[src/hw/rtl/atsum_pkg.sv]
// package for the atanh series partial sum block
// word types, constants and sequencer states; no dependencies
package atsum_pkg;
    localparam int FracBits = 62;
    localparam int TermBits = 24;
    localparam int OutBits  = 63;
    localparam int DivBits  = TermBits + 2;
    localparam int SumBits  = FracBits + TermBits + 1;
    localparam int PcntBits = 6;
    localparam int DcntBits = 6;

    typedef struct packed {
        logic [FracBits-1:0]   z_value;
        logic [TermBits-1:0]   first_term;
        logic [TermBits:0]     end_term;
    } t_in_word;

    typedef struct packed {
        logic [OutBits-1:0] doubled_sum;
        logic               saturated;
    } t_out_word;

    typedef enum logic [3:0] {
        ST_IDLE, ST_ZZ, ST_PCHK, ST_PMUL_R, ST_PMUL_B, ST_PZ,
        ST_TERM, ST_DIV, ST_STEP, ST_DONE
    } t_state;

    typedef struct packed {
        logic                start;
        logic [FracBits-1:0] a;
        logic [FracBits-1:0] b;
    } t_mul_req;
endpackage

[src/hw/rtl/atanh_series_partial_sum.sv]
// atanh series partial sum: sequencer around a shared multiplier and divider
// z*z, (z*z)^first_term by square-and-multiply, times z, then per term a divide and step
// an empty range skips the arithmetic; words are taken only when idle, one at a time
// power loop ends at a zero exponent or power, term loop at end_term or at zero power
// reset (i_rst_n low, synchronous) returns the sequencer to idle and drops o_valid
// depends on atsum_pkg, atsum_mul, atsum_div
module atanh_series_partial_sum (
    input  logic                 i_clk,
    input  logic                 i_rst_n,
    input  logic                 i_valid,
    output logic                 o_stall,
    input  atsum_pkg::t_in_word  i_data,
    output logic                 o_valid,
    input  logic                 i_stall,
    output atsum_pkg::t_out_word o_data
);
    import atsum_pkg::*;

    t_state r_state, n_state;
    logic [FracBits-1:0] r_z, r_zz, r_r, r_b, r_p;
    logic                r_one;
    logic [TermBits-1:0] r_e;
    logic [TermBits:0]   r_n;
    logic [TermBits:0]   r_end;
    logic [SumBits-1:0]  r_sum;
    t_mul_req w_req;
    logic w_mdone, w_dstart, w_ddone;
    logic [FracBits-1:0] w_prod, w_quo;
    logic [DivBits-1:0]  w_den;
    logic [SumBits:0]    w_dbl;

    atsum_mul u_mul (.i_clk, .i_rst_n, .i_req(w_req), .o_done(w_mdone), .o_prod(w_prod));
    atsum_div u_div (.i_clk, .i_rst_n, .i_start(w_dstart), .i_num(r_p), .i_den(w_den),
                     .o_done(w_ddone), .o_quo(w_quo));

    assign w_den   = {r_n, 1'b1};
    assign o_stall = (r_state != ST_IDLE);
    assign w_dbl   = {r_sum, 1'b0};

    always_comb begin
        n_state  = r_state;
        w_req    = '0;
        w_dstart = 1'b0;
        unique case (r_state)
            ST_IDLE: if (i_valid) begin
                if (i_data.end_term > {1'b0, i_data.first_term}) begin
                    w_req = '{start: 1'b1, a: i_data.z_value, b: i_data.z_value};
                    n_state = ST_ZZ;
                end else begin
                    n_state = ST_DONE;
                end
            end
            ST_ZZ: if (w_mdone) n_state = ST_PCHK;
            ST_PCHK: begin
                if (r_e == '0 || (!r_one && r_r == '0)) begin
                    if (r_one) begin
                        n_state = ST_TERM;
                    end else begin
                        w_req = '{start: 1'b1, a: r_r, b: r_z};
                        n_state = ST_PZ;
                    end
                end else if (r_e[0]) begin
                    if (r_one) begin
                        w_req = '{start: 1'b1, a: r_b, b: r_b};
                        n_state = ST_PMUL_B;
                    end else begin
                        w_req = '{start: 1'b1, a: r_r, b: r_b};
                        n_state = ST_PMUL_R;
                    end
                end else begin
                    w_req = '{start: 1'b1, a: r_b, b: r_b};
                    n_state = ST_PMUL_B;
                end
            end
            ST_PMUL_R: if (w_mdone) begin
                w_req = '{start: 1'b1, a: r_b, b: r_b};
                n_state = ST_PMUL_B;
            end
            ST_PMUL_B: if (w_mdone) n_state = ST_PCHK;
            ST_PZ: if (w_mdone) n_state = ST_TERM;
            ST_TERM: begin
                if (r_n >= r_end || r_p == '0) begin
                    n_state = ST_DONE;
                end else begin
                    w_dstart = 1'b1;
                    w_req = '{start: 1'b1, a: r_p, b: r_zz};
                    n_state = ST_DIV;
                end
            end
            ST_DIV: if (w_ddone) n_state = ST_STEP;
            ST_STEP: n_state = ST_TERM;
            ST_DONE: if (!o_valid || !i_stall) n_state = ST_IDLE;
            default: n_state = ST_IDLE;
        endcase
    end

    always_ff @(posedge i_clk) begin
        if (!i_rst_n) begin
            r_state <= ST_IDLE;
            o_valid <= 1'b0;
        end else begin
            r_state <= n_state;
            if (o_valid && !i_stall) o_valid <= 1'b0;
            if (r_state == ST_DONE && (!o_valid || !i_stall)) begin
                o_valid <= 1'b1;
                if (w_dbl[SumBits:OutBits+FracBits-58] != '0) begin
                    o_data.doubled_sum <= {OutBits{1'b1}};
                    o_data.saturated   <= 1'b1;
                end else begin
                    // q25.62 sum doubled to q5.58: drop four more bits
                    o_data.doubled_sum <= OutBits'(w_dbl >> (FracBits - 58));
                    o_data.saturated   <= 1'b0;
                end
            end
        end
    end

    always_ff @(posedge i_clk) begin
        unique case (r_state)
            ST_IDLE: if (i_valid) begin
                r_z   <= i_data.z_value;
                r_e   <= i_data.first_term;
                r_n   <= {1'b0, i_data.first_term};
                r_end <= i_data.end_term;
                r_sum <= '0;
                r_r   <= '0;
                r_one <= 1'b1;
                r_p   <= '0;
            end
            ST_ZZ: if (w_mdone) begin
                r_zz <= w_prod;
                r_b  <= w_prod;
            end
            // power still 1.0: p is z itself, or the first set bit just takes b
            ST_PCHK: if (r_one) begin
                if (r_e == '0) begin
                    r_p <= r_z;
                end else if (r_e[0]) begin
                    r_r   <= r_b;
                    r_one <= 1'b0;
                end
            end
            ST_PMUL_R: if (w_mdone) r_r <= w_prod;
            ST_PMUL_B: if (w_mdone) begin
                r_b <= w_prod;
                r_e <= r_e >> 1;
            end
            ST_PZ: if (w_mdone) r_p <= w_prod;
            ST_DIV: if (w_ddone) r_sum <= r_sum + SumBits'(w_quo);
            ST_STEP: begin
                r_p <= w_prod;
                r_n <= r_n + (TermBits+1)'(1);
            end
            default: ;
        endcase
    end
endmodule

[src/hw/rtl/atsum_mul.sv]
// shared q0.62 multiplier, 32x32 partial products one per cycle
// depends on atsum_pkg
module atsum_mul (
    input  logic                         i_clk,
    input  logic                         i_rst_n,
    input  atsum_pkg::t_mul_req          i_req,
    output logic                         o_done,
    output logic [atsum_pkg::FracBits-1:0] o_prod
);
    import atsum_pkg::*;

    logic [31:0]  r_a0, r_a1, r_b0, r_b1;
    logic [127:0] r_acc;
    logic [2:0]   r_cnt;
    logic         r_busy;
    logic [31:0]  w_x, w_y;
    logic [63:0]  w_pp;
    logic [127:0] w_sh;

    always_comb begin
        case (r_cnt[1:0])
            2'd0: begin w_x = r_a0; w_y = r_b0; w_sh = 128'(w_pp); end
            2'd1: begin w_x = r_a0; w_y = r_b1; w_sh = 128'(w_pp) << 32; end
            2'd2: begin w_x = r_a1; w_y = r_b0; w_sh = 128'(w_pp) << 32; end
            default: begin w_x = r_a1; w_y = r_b1; w_sh = 128'(w_pp) << 64; end
        endcase
    end
    assign w_pp = 64'(w_x) * 64'(w_y);

    always_ff @(posedge i_clk) begin
        o_done <= 1'b0;
        if (!i_rst_n) begin
            r_busy <= 1'b0;
            r_cnt  <= '0;
        end else if (i_req.start) begin
            r_a0  <= i_req.a[31:0];
            r_a1  <= 32'(i_req.a[FracBits-1:32]);
            r_b0  <= i_req.b[31:0];
            r_b1  <= 32'(i_req.b[FracBits-1:32]);
            r_acc <= '0;
            r_cnt <= '0;
            r_busy <= 1'b1;
        end else if (r_busy) begin
            r_acc <= r_acc + w_sh;
            r_cnt <= r_cnt + 3'd1;
            if (r_cnt == 3'd3) begin
                r_busy <= 1'b0;
                o_done <= 1'b1;
            end
        end
    end
    always_comb o_prod = r_acc[FracBits +: FracBits];
    // result taken from accumulator once done
endmodule

[src/hw/rtl/atsum_div.sv]
// restoring divider, one quotient bit per cycle
// depends on atsum_pkg
module atsum_div (
    input  logic                          i_clk,
    input  logic                          i_rst_n,
    input  logic                          i_start,
    input  logic [atsum_pkg::FracBits-1:0] i_num,
    input  logic [atsum_pkg::DivBits-1:0]  i_den,
    output logic                          o_done,
    output logic [atsum_pkg::FracBits-1:0] o_quo
);
    import atsum_pkg::*;

    logic [FracBits-1:0] r_q;
    logic [DivBits:0]    r_rem;
    logic [DivBits-1:0]  r_den;
    logic [DcntBits-1:0] r_cnt;
    logic                r_busy;
    logic [DivBits:0]    w_trial;

    assign w_trial = {r_rem[DivBits-1:0], r_q[FracBits-1]};

    always_ff @(posedge i_clk) begin
        o_done <= 1'b0;
        if (!i_rst_n) begin
            r_busy <= 1'b0;
            r_cnt  <= '0;
        end else if (i_start) begin
            r_q    <= i_num;
            r_rem  <= '0;
            r_den  <= i_den;
            r_cnt  <= '0;
            r_busy <= 1'b1;
        end else if (r_busy) begin
            if (w_trial >= {1'b0, r_den}) begin
                r_rem <= w_trial - {1'b0, r_den};
                r_q   <= {r_q[FracBits-2:0], 1'b1};
            end else begin
                r_rem <= w_trial;
                r_q   <= {r_q[FracBits-2:0], 1'b0};
            end
            r_cnt <= r_cnt + DcntBits'(1);
            if (r_cnt == DcntBits'(FracBits - 1)) begin
                r_busy <= 1'b0;
                o_done <= 1'b1;
            end
        end
    end
    assign o_quo = r_q;
endmodule
[config.mk]
export PLATFORM = sky130hd
export DESIGN_NAME = atanh_series_partial_sum
export DESIGN_NICKNAME = d
export VERILOG_FILES = /design/src/hw/rtl/atsum_pkg.sv /design/src/hw/rtl/atanh_series_partial_sum.sv /design/src/hw/rtl/atsum_mul.sv /design/src/hw/rtl/atsum_div.sv
export SDC_FILE = /design/constraint.sdc
export NUM_CORES = 2
export LEC_CHECK = 0
export ABC_AREA = 1
export ABC_CLOCK_PERIOD_IN_PS = 18600
export BUFFER_PORTS_ARGS = -buffer_cell sky130_fd_sc_hd__buf_2
export CAP_MARGIN = 30
export CORE_MARGIN = 3
export CORE_UTILIZATION = 35
export CTS_BUF_LIST = sky130_fd_sc_hd__clkbuf_4 sky130_fd_sc_hd__clkbuf_8
export DETAILED_ROUTE_END_ITERATION = 8
export PLACE_DENSITY = 0.55
export SETUP_SLACK_MARGIN = 0.3
export SLEW_MARGIN = 25
export SYNTH_ARGS = -nofsm -noshare
export SYNTH_HDL_FRONTEND = slang
export SYNTH_SLANG_ARGS = --single-unit
[constraint.sdc]
create_clock -name i_clk -period 18.6 [get_ports i_clk]
set_input_delay 3.72 -clock i_clk [delete_from_list [all_inputs] [get_ports i_clk]]
set_output_delay 3.72 -clock i_clk [all_outputs]
set_load 0.02 [all_outputs]
**Yosys cells after proc, flatten, opt, wreduce, memory -nomap -nowiden**

Index checks and enable logic that the tools add are counted.

- Register bits: 919
- Input bits: 115
- Output and inout bits: 66
- Logic and storage cells: 179

- Add/subtract/negate cells: 6
- $mul: 1
- $lt $le $gt $ge: 3
- Eq/ne operators: 24
- Mux-type cells: 66
- Bitwise operators: 3
- Reduce and logical (&&, ||, !) cells: 48

Operator list:

| kind | count |
|---|---|
| 125-bit 2-to-1 mux | 7 |
| 62-bit 2-to-1 mux | 9 |
| 125-bit one-hot mux with 4 select lines | 1 |
| 128-bit one-hot mux with 2 select lines | 1 |
| 62-bit one-hot mux with 4 select lines | 1 |
| 62-bit one-hot mux with 3 select lines | 1 |
| 87-bit 2-to-1 mux | 2 |
| 87-bit one-hot mux with 2 select lines | 1 |
| 128-bit adder | 1 |
| 128-bit 2-to-1 mux | 1 |
| 62-bit logical NOT | 2 |
| 124-bit 2-to-1 mux | 1 |
| 87-bit by 62-bit adder with 87-bit output | 1 |
| 32-bit by 32-bit multiplier with 64-bit output | 1 |
| 32-bit 2-to-1 mux | 2 |
| 26-bit 2-to-1 mux | 2 |
| 25-bit one-hot mux with 2 select lines | 1 |
| 24-bit 2-to-1 mux | 2 |
| 24-bit one-hot mux with 2 select lines | 1 |
| 4-bit 2-to-1 mux | 10 |
| 4-bit one-hot mux with 9 select lines | 1 |
| 27-bit by 26-bit greater-or-equal comparator with 1-bit output | 1 |
| 26-bit subtractor | 1 |
| 25-bit by 1-bit adder with 25-bit output, second input constant | 1 |
| 36 further kinds | 99 |

**Logic depth before layout (Yosys ltp)**

- Depth in word-level cells: 7
- Mapped depth: 57
- Depth with buffers taken out: 54

**By module**

Synthesis repeated with hierarchy kept, for this count alone.

- Cell total of the unflattened synthesis: 11,635
- Area, all modules: 92,756.5 µm²

Modules (own cells, without submodules):

| module | instances | cells each | area each (µm²) | seq. area each (µm²) |
|---|---|---|---|---|
| atsum_mul | 1 | 7,055 | 54,128.2 | 7,547.2 |
| atanh_series_partial_sum | 1 | 3,705 | 31,475.2 | 16,195.5 |
| atsum_div | 1 | 875 | 7,153.1 | 3,583.4 |

**Least setup slack after synthesis**

OpenSTA, ideal clock, no wires.

- Path kind: input to register
- Start: in i_valid
- End: reg u_mul.r_acc[0], enable pin
- Setup time: 0.778 ns
- Arrival: 17.107 ns
- Data required time: 17.822 ns
- Setup slack: 0.714 ns
- Cell stages on the path: 6
- Path through: inv_1 > nor2_1 > nand3_1 > nand3_1 > nor2_4 > o21ai_0

- Word-level cells in the longest chain between the ends: 4

RTL lines:

| element | RTL line | source |
|---|---|---|
| start: declaration | atanh_series_partial_sum.sv:10 | `input logic i_valid,` |
| 125-bit 2-to-1 mux | atanh_series_partial_sum.sv:45 | `ST_IDLE: if (i_valid) begin` |
| 125-bit one-hot mux with 4 select lines | atanh_series_partial_sum.sv:44 | `unique case (r_state)` |
| 2-bit nonzero test (no line) | - |  |
| 2-bit AND reduction (no line) | - |  |
| end signal: assignment | atsum_mul.sv:44 | `r_acc <= r_acc + w_sh;` |
| end: declaration | atsum_mul.sv:13 | `logic [127:0] r_acc;` |

Every way passes these cells.
A chain may end at the register's enable or synchronous reset.

**Final worst setup path**

- Start: reg u_mul.r_cnt[0]
- End: reg u_mul.r_acc[122], data pin

- Word-level cells in the longest chain between the ends: 7
- Elaborated cells on any way between the ends: 12

RTL lines:

| element | RTL line | source |
|---|---|---|
| start: declaration | atsum_mul.sv:14 | `logic [2:0] r_cnt;` |
| start signal: assignment | atsum_mul.sv:45 | `r_cnt <= r_cnt + 3'd1;` |
| 2-bit by 1-bit equality test with 1-bit output, or another cell as far along | atsum_mul.sv:21 | `case (r_cnt[1:0])` |
| 2-bit OR reduction (no line) | - |  |
| 32-bit 2-to-1 mux | atsum_mul.sv:21 |  |
| 32-bit by 32-bit multiplier with 64-bit output | atsum_mul.sv:28 | `assign w_pp = 64'(w_x) * 64'(w_y);` |
| 128-bit one-hot mux with 2 select lines (*) | atsum_mul.sv:21 |  |
| 128-bit adder (*) | atsum_mul.sv:44 |  |
| 128-bit 2-to-1 mux (*) | atsum_mul.sv:43 | `end else if (r_busy) begin` |

Mark *: on every way between the ends. The rest lies on a longest branch, timed or not. The select of a mux whose other input is x is not followed.

==> results.txt <==
The run finished with clean final reports. The CTS H-tree depth is 4. The final sum of negative setup slack came out at 0 ps. The synthesized netlist occupies a cell area of 90,300 um^2. The count of pins over their slew limit came out at 0. The average footprint of a synthesized cell came out at between 8 and 9 um^2. The final layout net count came out at roughly 13,000. The final weighted congestion in routability-driven placement came out at approximately 1.1. Subtracting the final worst setup slack from the clock period gives 13,260 ps. The flop-to-flop setup slack came out at between 5000 and 6000 ps. The number of global-route vias before repair was 81,400. The filler cells instantiated in the layout total 26,500.

The total half-perimeter wirelength after legalization and detailed placement is 331,000 um. The largest net degree at the start of global routing is roughly 130. The TritonCTS sink count is ~920.

The met3 track demand over resource came out at between 7 and 8%. Setup repair after global routing left no endpoint under its margin. The DRC violation count after routing is 0. The via density per instance is approximately 5.5. The tightest min-delay check is of the flop to flop type. At the pin with the least slew margin, the transition time is ~1200 ps. The largest single stage delay on the critical path is around 600 ps. Of all cell types, the one taking the most synthesized area is sky130_fd_sc_hd__edfxtp_1.

Across the run, the number of max-cap violations was 0. The overflow left after global routing came out at 0. The worst register-to-register path begins at u_mul.r_cnt[0]$_SDFFE_PP0P_.

Global routing consumed, over all layers together, 30.6% of the routing resources. The master cell of the clock root buffer is sky130_fd_sc_hd__clkbuf_8. Cells with a size suffix above 1 make up between 6 and 7% of the layout. The slowest stage of the critical path is the sky130_fd_sc_hd__fa_1 cell. The number of hold-slack violations in the final timing report is 0. The worst max-slew margin expressed relative to the limit is 22.9%. The Yosys step of the flow raised 0 warnings. The cell depth of the worst flop-to-flop path is between 40 and 50.

The kind of critical path is flop to flop. After synthesis the netlist holds a flip-flop and latch count of ~920. The core area came out at approximately 260,000 um^2. The count of distinct cell types in the synthesized netlist is 54. The number of nets in the synthesized netlist came out at between 10,000 and 15,000. After detailed routing, the average wire length per cell comes to around 28 um. The share of synthesized area occupied by flip-flops and latches came out at a little under a third. In this run the vertical extent of the chip is 514 um. Wires add up to 412,000 um. The first-pass GRT wire length came out at roughly 600,000 um. The maximum net fanout on the critical path is 53. The clock-pin slew on the worst setup and hold paths is roughly 60 ps. The synthesized instance count came out at ~11,000. Setup violations remaining at the end of the flow were counted as 0. The first-iteration detailed-routing DRC count is around 9,000. The number of hold buffers added after CTS was 0. Tracing the worst setup path back leads to its startpoint at u_mul.r_cnt[0]$_SDFFE_PP0P_.

The total iterations of the first detailed-routing run came out at 6. The data arrival time at the worst-slack endpoint came out at around 14,000 ps. After synthesis, the cell types taking the most area are sky130_fd_sc_hd__edfxtp_1, sky130_fd_sc_hd__fa_1, sky130_fd_sc_hd__nand2_1. The global routing usage on met2 is between 40% and 50%.

The endpoint required time on the critical path came out at between 15,000 and 20,000 ps. The horizontal die dimension is around 500 um. The total I/O pin count came out at approximately 180. The clock skew after layout came out at between 100 and 150 ps. Of the post-synthesis cell area, the dominant cell type holds 29.8%. The total number of vias is between 80,000 and 90,000.

The element type at the critical path end is a flop. The clock latency on the worst-skew pair is a little under 1000 ps. The last element of the critical path is u_mul.r_acc[122]$_SDFFCE_PP0P_. The buffers inserted during post-CTS setup optimization is 0. The type of element launching the critical path is a flop.

Once the floorplan was initialized, standard cells occupied 35.4% of the core. The global-route met1 utilization is a little over two fifths. The deepest clock path buffer count came out at 3. Counting the buffers created by CTS gives 166.

The number of nets with antenna violations after routing came out at 0. The floorplan die area is around 260,000 um^2. In this run the most used layer during global routing was met2.

The post-cts gate resize count came out at 0. In the finished design, the share of the clock period the worst path needs comes to about 71%. The worst register-to-register path ends at u_mul.r_acc[122]$_SDFFCE_PP0P_. The number of input and output port buffers inserted is 180. TritonCTS built the clock tree. The area growth from synthesis to layout is 9.79%. The highest attainable clock frequency is ~75 MHz. The initial antenna violation count came out at 25. The initialized floorplan defines ~190 standard-cell rows.
-- per-stage QoR --
step / area (um^2) / hold WS, ps / cells / setup slack, ps / utilization [%]
6_report: 99100 / 524 / 14900 / 5340 / 38.8
5_1_grt: 99100 / 543 / 14900 / 4810 / 38.8
4_1_cts: 98900 / 521 / 14900 / 5320 / 38.7
3_5_place_dp: 95600 / 510 / 14600 / 5330 / 37.4
3_3_place_gp: 95500 / 498 / 14600 / 5100 / 37.4
2_1_floorplan: 90300 / 457 / 11200 / 714 / -
-- worst max-delay path, delay by kind of cell, from the launching register on --
| family | cells | cell delay, ps |
|---|---|---|
| adder cells (fa/ha/maj) | 11 | 5410 |
| AND/OR/NAND/NOR | 21 | 4250 |
| buffers and inverters | 12 | 2470 |
| AO/OA/AOI/OAI | 3 | 340 |
| flip-flops | 1 | 390 |
-- Yosys cell counts (all sizes together) --
library cell	number
o21bai	54
edfxtp	897
inv	2086
nor3	104
fa	899
and3	3
a31o	2
a22oi	7
ha	532
nand2b	2
nand3b	14
o21ai	619
nor3b	3
a21oi	701
nand4	132
xor2	98
dfxtp	18
buf	71
a21boi	12
clkbuf	252
nand2	2249
nor2	1601
clkinv	16
xnor2	46
a21o	23
and2	8
nand3	345
o31ai	2
o21a	28
nor4b	1
nor4	22
o221ai	10
o2111ai	20
a211oi	6
or2	85
o211ai	86
a31oi	28
o22ai	108
-- placed cells by master (no fill, tap or decap), types with 149 or more instances in the layout --
cell type,instances
sky130_fd_sc_hd__fa_1,899
sky130_fd_sc_hd__clkbuf_8,172
sky130_fd_sc_hd__buf_2,180
sky130_fd_sc_hd__nand2_1,2246
sky130_fd_sc_hd__edfxtp_1,897
sky130_fd_sc_hd__nand3_1,343
sky130_fd_sc_hd__o21ai_0,535
sky130_fd_sc_hd__nor2_1,1585
sky130_fd_sc_hd__buf_4,149
sky130_fd_sc_hd__a21oi_1,691
sky130_fd_sc_hd__ha_1,532
sky130_fd_sc_hd__inv_1,2051
-- cell families after synthesis --
family,after synthesis,share of synthesized area (%)
simple gates,4569,20.5
buf+inv,2425,10.2
fa+ha+maj,1431,27.3
flops,915,30.2
compound gates,1706,10.4
xor+xnor,144,1.40
-- registers in the layout, indices dropped and copies added, names as in the netlist, 3 cells and up --
name,count
r_zz,62
u_mul.r_cnt,3
o_data,64
r_e,24
r_n,25
u_mul.r_b0,32
u_mul.r_acc,124
u_div.o_quo,62
r_b,62
r_r,62
u_mul.r_a0,32
r_sum,87
r_end,25
u_div.r_cnt,6
u_div.r_rem,26
u_mul.r_a1,30
u_mul.r_b1,30
u_div.r_den,25
r_state,4
r_z,62
r_p,62
-- area by class of cell --
type | count | area [um^2] | area share, %
Timing Repair Buffer | 341 | 2260 | 2.28
Clock buffer | 216 | 2700 | 2.72
Multi-Input combinational cell | 7850 | 54100 | 54.6
Inverter | 2102 | 7900 | 7.97
Tap cell | 3366 | 4210 | 4.25
Clock inverter | 84 | 627 | 0.632
Sequential cell | 915 | 27300 | 27.5
Antenna cell | 21 | 52.6 | 0.0530
-- how the worst min path moves through the flow --
| stage | startpoint | to | slack (ps) | cells after the start |
|---|---|---|---|---|
| after floorplan | r_n[24]$_SDFFCE_PN0P_ | u_div.r_den[25]$_DFFE_PP_ | 460 | 0 |
| after detailed placement | r_state[2]$_SDFFE_PN0P_ | r_state[2]$_SDFFE_PN0P_ | 510 | 2 |
| after global placement | r_state[2]$_SDFFE_PN0P_ | r_state[2]$_SDFFE_PN0P_ | 500 | 2 |
| final | u_div.r_cnt[0]$_SDFFE_PP0P_ | u_div.r_cnt[0]$_SDFFE_PP0P_ | 520 | 2 |
| after CTS | r_state[2]$_SDFFE_PN0P_ | r_state[2]$_SDFFE_PN0P_ | 520 | 2 |
| after global routing | r_zz[27]$_DFFE_PP_ | u_mul.r_b0[27]$_DFFE_PP_ | 540 | 2 |
-- layer usage --
metal | wire length [um] | part of all wire, %
met1 | 173000 | 42
met2 | 177000 | 43
met3 | 43000 | 10
met4 | 18600 | 4.5
met5 | 64 | 0.016
Power is left out: the tool's default activity adds up to more than one toggle a clock period on the data nets, which glitch-free logic cannot reach.
